## config.mk

```make
export PLATFORM = sky130hd
export DESIGN_NAME = iqmn_seq
export DESIGN_NICKNAME = d
export VERILOG_FILES = /design/src/iqmn_pkg.sv /design/src/iqmn_seq.sv
export SDC_FILE = /design/constraint.sdc
export NUM_CORES = 1
export LEC_CHECK = 0
export BUFFER_PORTS_ARGS = -buffer_cell sky130_fd_sc_hd__clkbuf_2
export CAP_MARGIN = 20
export CORE_MARGIN = 3
export CORE_UTILIZATION = 44
export CTS_BUF_LIST = sky130_fd_sc_hd__clkbuf_16
export CTS_CLUSTER_DIAMETER = 150
export DETAILED_ROUTE_END_ITERATION = 12
export PLACE_DENSITY = 0.85
export SYNTH_ARGS = -nofsm -noshare
export SYNTH_HDL_FRONTEND = slang
export SYNTH_SLANG_ARGS = --single-unit
```

## constraint.sdc

```tcl
create_clock -name clk -period 2.3 [get_ports clk]
set_input_delay 0.575 -clock clk [delete_from_list [all_inputs] [get_ports clk]]
set_output_delay 0.575 -clock clk [all_outputs]
set_load 0.01 [all_outputs]
```

## src/iqmn_pkg.sv

```systemverilog
package iqmn_pkg;

	localparam int INDEX_W = 8;
	localparam int INDEX_SPAN = 1 << INDEX_W;
	localparam int CAP_W = 9;
	localparam logic [CAP_W-1:0] CAP_RESET = 9'd256;

	localparam logic ACT_PUT = 1'b0;
	localparam logic ACT_GET = 1'b1;

	localparam logic [1:0] ST_OK = 2'd0;
	localparam logic [1:0] ST_RANGE = 2'd1;
	localparam logic [1:0] ST_EMPTY = 2'd2;

	typedef enum logic [3:0] {
		U_FETCH     = 4'd0,
		U_DECODE    = 4'd1,
		U_LINK_A    = 4'd2,
		U_LINK_B    = 4'd3,
		U_MOVE      = 4'd4,
		U_GET       = 4'd5,
		U_FIN_OK    = 4'd6,
		U_FIN_RANGE = 4'd7,
		U_FIN_EMPTY = 4'd8
	} upc_t;

	typedef enum logic [1:0] {NW_NONE, NW_X_SENT, NW_TAIL_X, NW_B_A} nw_op_t;
	typedef enum logic [1:0] {OL_NONE, OL_X_TAIL, OL_A_B, OL_A_SENT} ol_op_t;
	typedef enum logic [1:0] {HD_NONE, HD_X_IF_EMPTY, HD_A_IF_B_SENT, HD_A} hd_op_t;
	typedef enum logic [1:0] {TL_NONE, TL_X, TL_SENT_IF_A_SENT} tl_op_t;
	typedef enum logic [1:0] {PR_NONE, PR_SET_X, PR_CLR_HEAD} pr_op_t;
	typedef enum logic [2:0] {BR_ACCEPT, BR_DISPATCH, BR_NEXT, BR_GOTO, BR_FINISH} br_t;

	typedef struct packed {
		logic       rd_en;
		nw_op_t     nw;
		ol_op_t     ol;
		hd_op_t     hd;
		tl_op_t     tl;
		pr_op_t     pr;
		logic       val_ld;
		logic [1:0] status;
		br_t        br;
		upc_t       target;
	} uword_t;

	typedef struct packed {
		uword_t uw;
		logic   take;
		logic   out_ld;
	} ctl_t;

	typedef struct packed {
		logic act_get;
		logic range_err;
		logic present;
		logic is_tail;
		logic empty;
		logic out_free;
	} flags_t;

	function automatic uword_t urom(input upc_t pc);
		uword_t w;
		w = '0;
		case (pc)
			U_FETCH: begin
				w.br = BR_ACCEPT;
			end
			U_DECODE: begin
				w.rd_en = 1'b1;
				w.br = BR_DISPATCH;
			end
			U_LINK_A: begin
				w.nw = NW_X_SENT;
				w.ol = OL_X_TAIL;
				w.br = BR_NEXT;
			end
			U_LINK_B: begin
				w.nw = NW_TAIL_X;
				w.hd = HD_X_IF_EMPTY;
				w.tl = TL_X;
				w.pr = PR_SET_X;
				w.br = BR_GOTO;
				w.target = U_FIN_OK;
			end
			U_MOVE: begin
				w.ol = OL_A_B;
				w.nw = NW_B_A;
				w.hd = HD_A_IF_B_SENT;
				w.br = BR_GOTO;
				w.target = U_LINK_A;
			end
			U_GET: begin
				w.ol = OL_A_SENT;
				w.tl = TL_SENT_IF_A_SENT;
				w.hd = HD_A;
				w.pr = PR_CLR_HEAD;
				w.val_ld = 1'b1;
				w.br = BR_GOTO;
				w.target = U_FIN_OK;
			end
			U_FIN_OK: begin
				w.status = ST_OK;
				w.br = BR_FINISH;
			end
			U_FIN_RANGE: begin
				w.status = ST_RANGE;
				w.br = BR_FINISH;
			end
			U_FIN_EMPTY: begin
				w.status = ST_EMPTY;
				w.br = BR_FINISH;
			end
			default: begin
				w.br = BR_GOTO;
				w.target = U_FETCH;
			end
		endcase
		return w;
	endfunction

endpackage

```

## src/iqmn_seq.sv

```systemverilog
module iqmn_seq (
	input  logic            clk,
	input  logic            arst_n,
	input  logic            in_valid,
	output logic            in_stall,
	input  iqmn_pkg::flags_t flags,
	output iqmn_pkg::ctl_t   ctl
);

	import iqmn_pkg::*;

	upc_t   upc_q;
	upc_t   upc_nxt;
	uword_t uw;

	always_ff @(posedge clk or negedge arst_n) begin
		if (!arst_n) begin
			upc_q <= U_FETCH;
		end else begin
			upc_q <= upc_nxt;
		end
	end

	always_comb begin
		uw = urom(upc_q);
		in_stall = (upc_q != U_FETCH);
		ctl.uw = uw;
		ctl.take = (upc_q == U_FETCH) && in_valid;
		ctl.out_ld = (uw.br == BR_FINISH) && flags.out_free;
		upc_nxt = upc_q;
		case (uw.br)
			BR_ACCEPT: begin
				upc_nxt = in_valid ? U_DECODE : U_FETCH;
			end
			BR_DISPATCH: begin
				if (flags.act_get) begin
					upc_nxt = flags.empty ? U_FIN_EMPTY : U_GET;
				end else if (flags.range_err) begin
					upc_nxt = U_FIN_RANGE;
				end else if (!flags.present) begin
					upc_nxt = U_LINK_A;
				end else if (flags.is_tail) begin
					upc_nxt = U_FIN_OK;
				end else begin
					upc_nxt = U_MOVE;
				end
			end
			BR_NEXT: begin
				upc_nxt = upc_t'(upc_q + 4'd1);
			end
			BR_GOTO: begin
				upc_nxt = uw.target;
			end
			BR_FINISH: begin
				upc_nxt = flags.out_free ? U_FETCH : upc_q;
			end
			default: begin
				upc_nxt = U_FETCH;
			end
		endcase
	end

endmodule

```

==> metrics.md, run 1 <==
| Metric | Value |
|---|---|
| Synth top cells by count | `nand2_1, nor2_1, buf_4` |
| Initial core utilization | `between 40% and 50%` |
| Post-synth top area share | `between 10% and 20%` |
| Average cell area after synthesis | `around 7.5 sq um` |
| Top post-synthesis cells by area | `dfrtp_1, buf_4, ha_1` |
| Tot Pwr | `1.21 mW` |
| Post-CTS Setup Bufs | `0` |
| Register with the most flip-flops | `upc_q` |
| Post-synth ARST share | `100%` |
| Max reg flops | `4` |
| Drt initial violations | `26` |
| Clock power frac | `about 22%` |
| Via Count | `689` |
| Wire per inst | `approximately 13 microns` |
| Maximum clock path buffer count | `2` |
| Final Setup Violations | `0` |
| Sw frac | `45.0%` |
| First-pass GRT wire length | `~2600 microns` |
| Register bit total from synthesis | `4` |
| Synth-to-layout area growth | `31.0%` |
| Post-synth EDFFs | `0` |
| CP max FO | `8` |
| Cell mode on critical path | `inv_2` |
| Registers with the most flip-flops | `upc_q (4)` |
| Main synth FF type | `dfrtp_1` |
| Total gr overflow | `0` |
| Comb pwr share | `about two thirds` |
| H-tree levels | `1` |
| Max incr delay on CP | `0.42 ns` |
| Slowest CP cell | `dfrtp_1` |
| Number of cell rows | `13` |
| Status | `finished, final reports clean` |
| CTS tree | `yes` |
| Final GP Congestion | `about 0.85` |
| CP Cell Sequence | `inv_2 > ha_4 > nand2_1 > o22a_2 > inv_2 > and2_1 > clkbuf_2` |
| Finished Core Util | `63.0%` |
| Initial DRT Pass Iterations | `4` |
| Sequential fraction of the synthesis area | `approximately 15%` |
| Ratio of final minimum period to clock period | `a little over nine tenths` |
| Synth cell types | `34` |
| Worst path required time | `around 1.7 ns` |
| Worst EP arrival | `around 1.7 ns` |
| Final ANT Viol Nets | `0` |
| Pwr Density | `about 1400 nW/um^2` |
| Die X | `~44 microns` |
| Final Hold Vio Count | `0` |
| Latest clock arrival within the worst-skew pair | `roughly 0.22 ns` |
| Die height | `between 40 and 50 microns` |
| Root buf cell | `clkbuf_16` |
| Part of the power in registers | `roughly 12%` |
| Drt via density | `around 5.4` |
| Max Freq | `about 450 MHz` |
| Hold Crit Class | `input port to async pin` |
| Post-route cell area | `851 sq um` |
| Placed Area | `747 sq um` |
| Clock Sink Count | `4` |
| Hold buffer count at CTS | `0` |
| Internal | `roughly 660 uW` |
| Syn. warnings | `0` |
| CTS Buf Count | `3` |
| Dpl hpwl | `1270 microns` |
| Min Hold Slack | `approximately 0.16 ns` |
| Vias in the first global route | `553` |
| Total Die Area | `between 1500 and 2000 sq um` |
| RSZ-0062 raised after global routing | `true` |
| Crit Path Category | `register to primary output` |
| I/O Pins | `33` |
| Leak | `0.430 nW` |
| Final Max Tran Viols | `0` |
| Reg clk slew, reported paths | `approximately 0.030 ns` |
| GRT Total Usage | `18.0%` |
| Clock Skew | `between 0.0006 and 0.0007 ns` |
| Switching power | `about 540 uW` |
| Crit. End Element | `primary output` |
| Max-Cap Viols | `0` |
| Port-buffer cells | `30` |
| # diodes | `0` |
| Synthesized cell area | `between 600 and 700 sq um` |
| Core footprint | `roughly 1400 sq um` |
| Largest net degree at the start of global routing | `16` |
| Initial antenna violation count | `0` |
| Final TNS setup | `0 ns` |
| Final net count | `roughly 130` |
| Startpoint types | `register` |
| Maximum vdd drop | `roughly 0.8 mV` |
| Final wirelength | `1660 microns` |
| Synth Instances | `87` |
| Share of layout cells above drive strength 1 | `between 40% and 50%` |
| Min Clock Period, post-route | `approximately 2.2 ns` |
| Fillers | `between 100 and 150` |
| DRC | `0` |
| Cell taking the most area after synthesis | `dfrtp_1` |
worst max-delay path: cells and delay by family (launching register included):
kind                     cells  cell delay (ns)
buffers and inverters        3             0.33
adder cells (fa/ha/maj)      1             0.19
AO/OA/AOI/OAI                1             0.28
flip-flops                   1             0.42
AND/OR/NAND/NOR              2             0.20
placed cells by master, fill, tap and decap left out, types with 2 or more instances in the layout:
cell type,count
nand3_1,2
a21oi_1,4
nor3b_1,2
nand2_1,10
and2_1,4
conb_1,2
nor2b_1,3
o2bb2ai_1,2
nor2_1,10
nor3_1,2
inv_2,4
clkbuf_16,3
or2_1,2
ha_4,2
a221o_1,2
clkbuf_2,30
nand2b_1,4
inv_1,2
dfrtp_1,3
power groups by stage:
| stage | sequential, mW | combinational, mW | clock, mW |
|---|---|---|---|
| floorplan | 0.116 | 0.585 | 0 |
| global placement | 0.138 | 0.726 | 0 |
| detailed placement | 0.142 | 0.744 | 0 |
| CTS | 0.142 | 0.761 | 0.271 |
| global route | 0.155 | 0.867 | 0.277 |
| finish | 0.148 | 0.793 | 0.268 |
per-layer routing:
| metal | up-vias | GRT usage (%) | routed length, microns |
|---|---|---|---|
| met4 | 0 | 3.61 | 12 |
| met5 | - | 0 | 0 |
| li1 | 341 | - | - |
| met3 | 2 | 3.66 | 150 |
| met2 | 42 | 29.7 | 779 |
| met1 | 304 | 24.2 | 714 |
through the flow:
step,setup WS (ns),instances
6_report,0.0787,127
5_1_grt,-0.0116,127
4_1_cts,0.00562,127
3_5_place_dp,0.184,124
3_3_place_gp,0.268,124
2_1_floorplan,0.375,88
timing repair:
action | in CTS | in global routing
cloned | 0 | 0
resized for setup | 2 | 6
endpoints found under the setup margin | 1 | 4
final timing paths:
check / slack [ns] / endpoint / cells after the start / startpoint
worst max register to register: 0.45 / upc_q[0] / 6 / upc_q[1]
worst min-delay path: 0.16 / upc_q[3] / 1 / arst_n
min in group clk: 0.64 / upc_q[3] / 2 / flags[0]
max in group asynchronous: 2.00 / upc_q[2] / 1 / arst_n
worst min register to register: 0.76 / upc_q[2] / 1 / upc_q[2]
worst max-delay path: 0.08 / ctl[0] / 7 / upc_q[0]
kinds of logic (layout without fill, tap and decap cells):
kind of cell / after synthesis / after routing / synth area share, %
DFF: 4 / 4 / 15.4
other: 1 / 2 / 0.577
buffers and inverters: 16 / 40 / 16.2
adders and majority gates: 4 / 4 / 7.71
and+or+nand+nor: 43 / 43 / 34.7
AOI/OAI and AO/OA: 19 / 19 / 25.4
layout make-up:
type / count / area, sq um / share of cell area [%]
multi-input cells: 68 / 475 / 55.9
flip-flops and latches: 4 / 101 / 11.9
clock buffers: 3 / 75.1 / 8.82
well taps: 15 / 18.8 / 2.21
repair buffers: 31 / 158 / 18.5
inverters: 6 / 22.5 / 2.65
Note: power is estimated with default switching activity, not from simulation.
==> run 2, diff against run 1 <==
--- a/config.mk
+++ b/config.mk
@@ -13,6 +13,7 @@
 export CTS_CLUSTER_DIAMETER = 150
 export DETAILED_ROUTE_END_ITERATION = 12
 export PLACE_DENSITY = 0.85
+export REMOVE_ABC_BUFFERS = 1
 export SYNTH_ARGS = -nofsm -noshare
 export SYNTH_HDL_FRONTEND = slang
 export SYNTH_SLANG_ARGS = --single-unit
==> run 2 against run 1 <==
  * The run now ends with setup timing left
  * Cell count is the same
  * Largest cell class unchanged
  * Utilization shrank 1.9 points
  * Sequential share of layout area grew 0.23 points
  * Via count shrank 0.15%
  * Final area shrank 3.1%
  * Total power shrank 5.0%
  * Non-clock buffer count is the same
  * Worst hold slack gained 0.0017 ns
  * Register-to-register slack lost 0.03 ns
  * Clock power is essentially flat
  * First-iteration DRC count shrank 58%
  * Worst setup slack lost 0.087 ns
==> metrics.md, run 2 (synthesis gave the netlist of run 1 again) <==
| Metric | Value |
|---|---|
| Hold Crit Class | `input port to async pin` |
| CTS Buf Count | `3 (unchanged)` |
| Final wirelength | `1520 microns (-8.6%)` |
| Drt via density | `5.42 (-0.15%)` |
| Registers with the most flip-flops | `upc_q (4)` |
| Global Route met2 Usage | `27.3% (-2.3 points)` |
| Dpl hpwl | `1260 microns (-1.0%)` |
| Wire per inst | `11.9 microns (-8.6%)` |
| GRT Total Usage | `16.1% (-1.9 points)` |
| Final net count | `127 (unchanged)` |
| Register with the most flip-flops | `upc_q` |
| CP Cell Sequence | `inv_1 > ha_2 > nand2_1 > o22a_2 > inv_2 > and2_1 > clkbuf_2` |
| Hold buffer count at CTS | `0 (unchanged)` |
| Final Hold Vio Count | `0 (unchanged)` |
| Initial core utilization | `48.1% (unchanged)` |
| Fillers | `126 (+3.3%)` |
| Drt initial violations | `11 (-58%)` |
| Commonest non-fill, non-tap cell in the layout | `clkbuf_2` |
| Initial antenna violation count | `0 (unchanged)` |
| DRC | `0 (unchanged)` |
| Finished Core Util | `61.1% (-1.9 points)` |
| Worst setup margin | `-0.00826 ns (-0.0870 ns)` |
| Largest net degree at the start of global routing | `16 (unchanged)` |
| Total Die Area | `1970 sq um (unchanged)` |
| CP max FO | `8 (unchanged)` |
| Final TNS setup | `-0.00826 ns (-0.00826 ns)` |
| Clock Sink Count | `4 (unchanged)` |
| Final GP Congestion | `0.899 (+6.2%)` |
| # diodes | `0 (unchanged)` |
| Number of cell rows | `13 (unchanged)` |
| Max Freq | `433 MHz (-3.8%)` |
| Worst EP arrival | `1.73 ns (+0.08 ns)` |
| Tot Pwr | `1.15 mW (-5.0%)` |
| Min Clock Period, post-route | `2.31 ns (+0.0870 ns)` |
| Min Hold Slack | `0.159 ns (+0.00167 ns)` |
| Area of the multi-input gates | `450 sq um (-5.3%)` |
| Cell family with most CP delay | `flip-flops` |
| Most frequent cells in the layout | `clkbuf_2, nand2_1, nor2_1` |
| Ratio of final minimum period to clock period | `100% (+3.8 points)` |
| Register area | `100 sq um (-1.2%)` |
| Leak | `0.432 nW (+0.39%)` |
| Maximum clock path buffer count | `2 (unchanged)` |
| Worst Path Buf+Inv | `3 (unchanged)` |
| I/O Pins | `33 (unchanged)` |
| Die X | `44.4 microns (unchanged)` |
| Synth-to-layout area growth | `27.0%` |
| Final Max Tran Viols | `0 (unchanged)` |
| Most Crowded Layer GR | `met2` |
| Measured slew at the worst slew-check pin | `about 0.51 ns` |
| Violated checks | `setup timing` |
| Crit. End Element | `primary output` |
| Core footprint | `1350 sq um (unchanged)` |
| Crit Path Category | `register to primary output` |
| Port-buffer cells | `30 (unchanged)` |
| Latest clock arrival within the worst-skew pair | `0.22 ns (about the same)` |
| Share of layout cells above drive strength 1 | `38.4% (-4.5 points)` |
| RSZ-0062 raised after global routing | `true` |
| Via Count | `688 (-0.15%)` |
| Initial DRT Pass Iterations | `4 (unchanged)` |
| H-tree levels | `1 (unchanged)` |
| Max-slew headroom | `between 60% and 70%` |
| Final Setup Violations | `1 (+1)` |
| Startpoint types | `register` |
| Die height | `44.4 microns (unchanged)` |
| Grt met3 use | `6.10% (+2.4 points)` |
| Final ANT Viol Nets | `0 (unchanged)` |
| Vias in the first global route | `565 (+2.2%)` |
| Total gr overflow | `0 (unchanged)` |
| Slowest CP cell | `dfrtp_1` |
| Status | `finished, violations left` |
| Maximum vdd drop | `0.673 mV (-16%)` |
| Post-CTS Setup Bufs | `0 (unchanged)` |
| Clock Skew | `0.000390 ns (-0.000285 ns)` |
| Reg clk slew, reported paths | `0.03 ns (about the same)` |
| Root buf cell | `clkbuf_16` |
| CTS tree | `yes` |
| Pwr Density | `1390 nW/um^2 (-1.9%)` |
| Worst path required time | `1.73 ns (about the same)` |
| Max reg flops | `4 (unchanged)` |
| Max-Cap Viols | `0 (unchanged)` |
| Met1 Use GR | `19.1% (-5.1 points)` |
| First-pass GRT wire length | `2380 microns (-9.4%)` |
| Max incr delay on CP | `0.40 ns (-0.02 ns)` |
-- run 2: cell counts in the layout (fill, tap and decap cells not counted) --
No cell type changed its count.
-- run 2: power by group --
part	total, mW	internal [mW]	switching [mW]
registers	0.141	0.0945	0.0462
clock network	0.266	0.222	0.0444
logic	0.742	0.320	0.422
total	1.15	0.636	0.513
-- run 2: final timing paths --
kind	start	slack, ns	end	depth (start not counted)
setup / recovery	upc_q[1]	-0.008	ctl[0]	7
hold / removal	arst_n	0.16	upc_q[3]	1
setup reg to reg	upc_q[1]	0.42	upc_q[0]	6
hold reg to reg	upc_q[0]	0.72	upc_q[0]	3
max in group asynchronous	arst_n	2.01	upc_q[2]	1
min in group clk	flags[0]	0.64	upc_q[3]	2
-- run 2: worst register-to-register path, cell delays in order, from the launching register on --
cell	delay, ns
dfrtp_1	0.40
inv_1	0.14
ha_1	0.46
nor2b_1	0.32
nand3_1	0.14
a2bb2oi_1	0.16
a31oi_1	0.18
-- run 2: what timing repair did --
item / in CTS / in global routing
resized for setup: 1 / 0
pin swaps: 0 / 0
setup endpoints to repair: 1 / 7
hold endpoints to repair: 0 / 0
-- run 2: final cells by class --
type,instances,area share [%]
Sequential cell,4,12.1
Timing Repair Buffer,31,19.1
Inverter,6,2.73
Multi-Input combinational cell,68,54.6
Tap cell,15,2.28
Clock buffer,3,9.10
-- run 2: routing by layer --
| metal | part of all wire, % | up-vias | wire length [microns] |
|---|---|---|---|
| li1 | - | 343 | - |
| met1 | 41 | 309 | 628 |
| met2 | 48 | 33 | 730 |
| met3 | 9.4 | 3 | 142 |
| met4 | 0.92 | 0 | 14 |
| met5 | 0 | - | 0 |
-- run 2: through the flow --
step           area (sq um)  worst slack, ns  instances
2_1_floorplan           571            0.331         78
3_3_place_gp            747            0.278        124
3_5_place_dp            747            0.177        124
4_1_cts                 825          0.00646        127
5_1_grt                 825          -0.0912        127
6_report                825         -0.00826        127
==> run 3, diff against run 2 <==
--- a/config.mk
+++ b/config.mk
@@ -7,13 +7,11 @@
 export LEC_CHECK = 0
 export BUFFER_PORTS_ARGS = -buffer_cell sky130_fd_sc_hd__clkbuf_2
 export CAP_MARGIN = 20
-export CORE_MARGIN = 3
 export CORE_UTILIZATION = 44
 export CTS_BUF_LIST = sky130_fd_sc_hd__clkbuf_16
 export CTS_CLUSTER_DIAMETER = 150
 export DETAILED_ROUTE_END_ITERATION = 12
 export PLACE_DENSITY = 0.85
-export REMOVE_ABC_BUFFERS = 1
 export SYNTH_ARGS = -nofsm -noshare
 export SYNTH_HDL_FRONTEND = slang
 export SYNTH_SLANG_ARGS = --single-unit
==> run 3 against run 2 <==
  * The run now ends clean
  * Clock skew barely moved
  * Sequential cell count did not move
  * Worst hold slack got worse by 0.0039 ns
  * Non-clock buffer count did not move
  * Worst setup slack improved by 0.070 ns
  * Register-to-register slack improved by 0.12 ns
  * First-iteration DRC count rose by 55%
  * Cell count did not move
  * Critical path type unchanged
  * Critical endpoint unchanged
  * Highest routed layer unchanged
==> metrics.md, run 3 (synthesis gave the netlist of run 1 again) <==
| Metric | Value |
|---|---|
| Comb pwr share | `64.6% (about the same)` |
| First-pass GRT wire length | `2330 microns (-2.0%)` |
| Clock power frac | `22.8% (-0.4 points)` |
| Final ANT Viol Nets | `0 (unchanged)` |
| Register area | `103 sq um (+2.5%)` |
| Maximum vdd drop | `0.750 mV (+11%)` |
| Area of the multi-input gates | `478 sq um (+6.1%)` |
| FF-to-FF path depth | `6 (unchanged)` |
| Final net count | `127 (unchanged)` |
| CTS Buf Count | `3 (unchanged)` |
| Worst path required time | `1.73 ns (about the same)` |
| I/O Pins | `33 (unchanged)` |
| Highest Signal Layer | `met4` |
| Leak | `0.427 nW (-1.2%)` |
| Initial core utilization | `48.7% (+0.59 points)` |
| Status | `finished, final reports clean` |
| Crit Path Category | `register to primary output` |
| Sw frac | `44.7% (about the same)` |
| Clock Skew | `0.000458 ns (+0.0000684 ns)` |
| CP max FO | `8 (unchanged)` |
| Max Freq | `447 MHz (+3.2%)` |
| Commonest non-fill, non-tap cell in the layout | `clkbuf_2` |
| Startpoint types | `register` |
| Final Hold Vio Count | `0 (unchanged)` |
| Max-Cap Viols | `0 (unchanged)` |
| H-tree levels | `1 (unchanged)` |
| Pwr Density | `1410 nW/um^2 (+1.0%)` |
| Via Count | `683 (-0.73%)` |
| Most frequent cells in the layout | `clkbuf_2, nand2_1, nor2_1` |
| Finished Core Util | `64.1% (+3.0 points)` |
| Final Setup Violations | `0 (-1)` |
| Fin cells | `127 (unchanged)` |
| RSZ-0062 raised after global routing | `false` |
| Placed cells | `124 (unchanged)` |
| Part of the power in registers | `12.6% (+0.4 points)` |
| DRC | `0 (unchanged)` |
| Maximum clock path buffer count | `2 (unchanged)` |
| CTS tree | `yes` |
| Initial antenna violation count | `0 (unchanged)` |
| Switching power | `537 uW (+4.7%)` |
| Dpl hpwl | `1190 microns (-5.8%)` |
| Internal | `666 uW (+4.6%)` |
| Clock Sink Count | `4 (unchanged)` |
| Max reg flops | `4 (unchanged)` |
| Die height | `40.4 microns (-9.0%)` |
| Drt initial violations | `17 (+6)` |
| Drt via density | `5.38 (-0.73%)` |
| Hold buffer count at CTS | `0 (unchanged)` |
| # diodes | `0 (unchanged)` |
| Placed Area | `747 sq um (unchanged)` |
| Final GP Congestion | `0.846 (-5.9%)` |
| Ratio of final minimum period to clock period | `97.3% (-3.1 points)` |
| Initial DRT Pass Iterations | `4 (unchanged)` |
| Largest net degree at the start of global routing | `16 (unchanged)` |
| Metal1 wirelength | `663 microns (+5.6%)` |
| Worst EP arrival | `1.66 ns (-0.07 ns)` |
| Die X | `40.4 microns (-9.0%)` |
| Synth-to-layout area growth | `31.6%` |
| Worst slack, placed | `0.189 ns (+0.0118 ns)` |
| Share of layout cells above drive strength 1 | `44.6% (+6.3 points)` |
| Port-buffer cells | `30 (unchanged)` |
| R2R Path Start | `upc_q[1]` |
| Core footprint | `1330 sq um (-1.2%)` |
| Worst setup margin | `0.0622 ns (+0.0705 ns)` |
| Root buf cell | `clkbuf_16` |
| GRT Total Usage | `21.2% (+5.1 points)` |
| Latest clock arrival within the worst-skew pair | `0.23 ns (about the same)` |
| Final Max Tran Viols | `0 (unchanged)` |
| Post-route cell area | `855 sq um (+3.6%)` |
| Registers with the most flip-flops | `upc_q (4)` |
| Vias in the first global route | `573 (+1.4%)` |
| Total Die Area | `1630 sq um (-17%)` |
| Register with the most flip-flops | `upc_q` |
| Internal reg-to-reg setup slack | `0.54 ns (+0.12 ns)` |
| Number of cell rows | `13 (unchanged)` |
| Routed wl met2 | `740 microns (+1.4%)` |
| Fillers | `112 (-11%)` |
| Wire per inst | `12.3 microns (+3.0%)` |
| Final TNS setup | `0 ns (+0.00826 ns)` |
| Met3 wire len | `141 microns (-0.70%)` |
| RR Endpoint | `upc_q[0]` |
| Min Clock Period, post-route | `2.24 ns (-0.0705 ns)` |
| Crit. End Element | `primary output` |
| Total gr overflow | `0 (unchanged)` |
| Hold Crit Class | `input port to async pin` |
| Reg clk slew, reported paths | `0.03 ns (about the same)` |
| Final wirelength | `1560 microns (+3.0%)` |
## run 3: metrics by stage
stage | power [mW] | hold WS, ns
2_1_floorplan | 0.701 | 0.279
3_3_place_gp | 0.860 | 0.388
3_5_place_dp | 0.876 | 0.389
4_1_cts | 1.16 | 0.155
5_1_grt | 1.29 | 0.165
6_report | 1.20 | 0.155
## run 3: repair_timing
| action | 4_1_cts | 5_1_grt |
|---|---|---|
| resized for setup | 2 | 8 |
| buffers inserted | 0 | 0 |
| cloned | 0 | 0 |
| endpoints found under the hold margin | 0 | 0 |
| endpoints found under the setup margin | 1 | 5 |
## run 3: area by class of cell
cell class / count / share of cell area [%]
Clock buffer: 3 / 8.78
Timing Repair Buffer: 31 / 18.4
Multi-Input combinational cell: 68 / 55.9
Sequential cell: 4 / 12.0
Inverter: 6 / 2.64
Tap cell: 15 / 2.20
## run 3: worst max-delay path by stage
stage	from	endpoint	slack, ns	cells after the start
floorplan	upc_q[0]	ctl[0]	0.38	6
global placement	upc_q[0]	ctl[0]	0.27	7
detailed placement	upc_q[0]	ctl[0]	0.19	7
CTS	upc_q[0]	ctl[0]	0.02	7
global route	upc_q[0]	ctl[0]	0.002	7
finish	upc_q[0]	ctl[0]	0.06	7
## run 3: power by group through the flow
stage	Combinational [mW]	Sequential (mW)	Clock, mW
global placement	0.722	0.138	0
global route	0.854	0.158	0.282
detailed placement	0.734	0.143	0
CTS	0.743	0.142	0.275
finish	0.777	0.151	0.275
floorplan	0.585	0.116	0
## run 3: routing by layer
| layer | vias to the layer above | global-route usage (%) |
|---|---|---|
| met5 | - | 0 |
| met2 | 39 | 35.7 |
| met1 | 305 | 24.8 |
| met4 | 0 | 5.83 |
| li1 | 337 | - |
| met3 | 2 | 7.78 |
## run 3: worst max-delay path, cell delays in order, from the launching register on
cell and delay, ns:
dfrtp_2 0.43, inv_2 0.12, ha_4 0.19, nand2_1 0.08, o22a_2 0.29, inv_2 0.09
and2_1 0.12, clkbuf_2 0.12
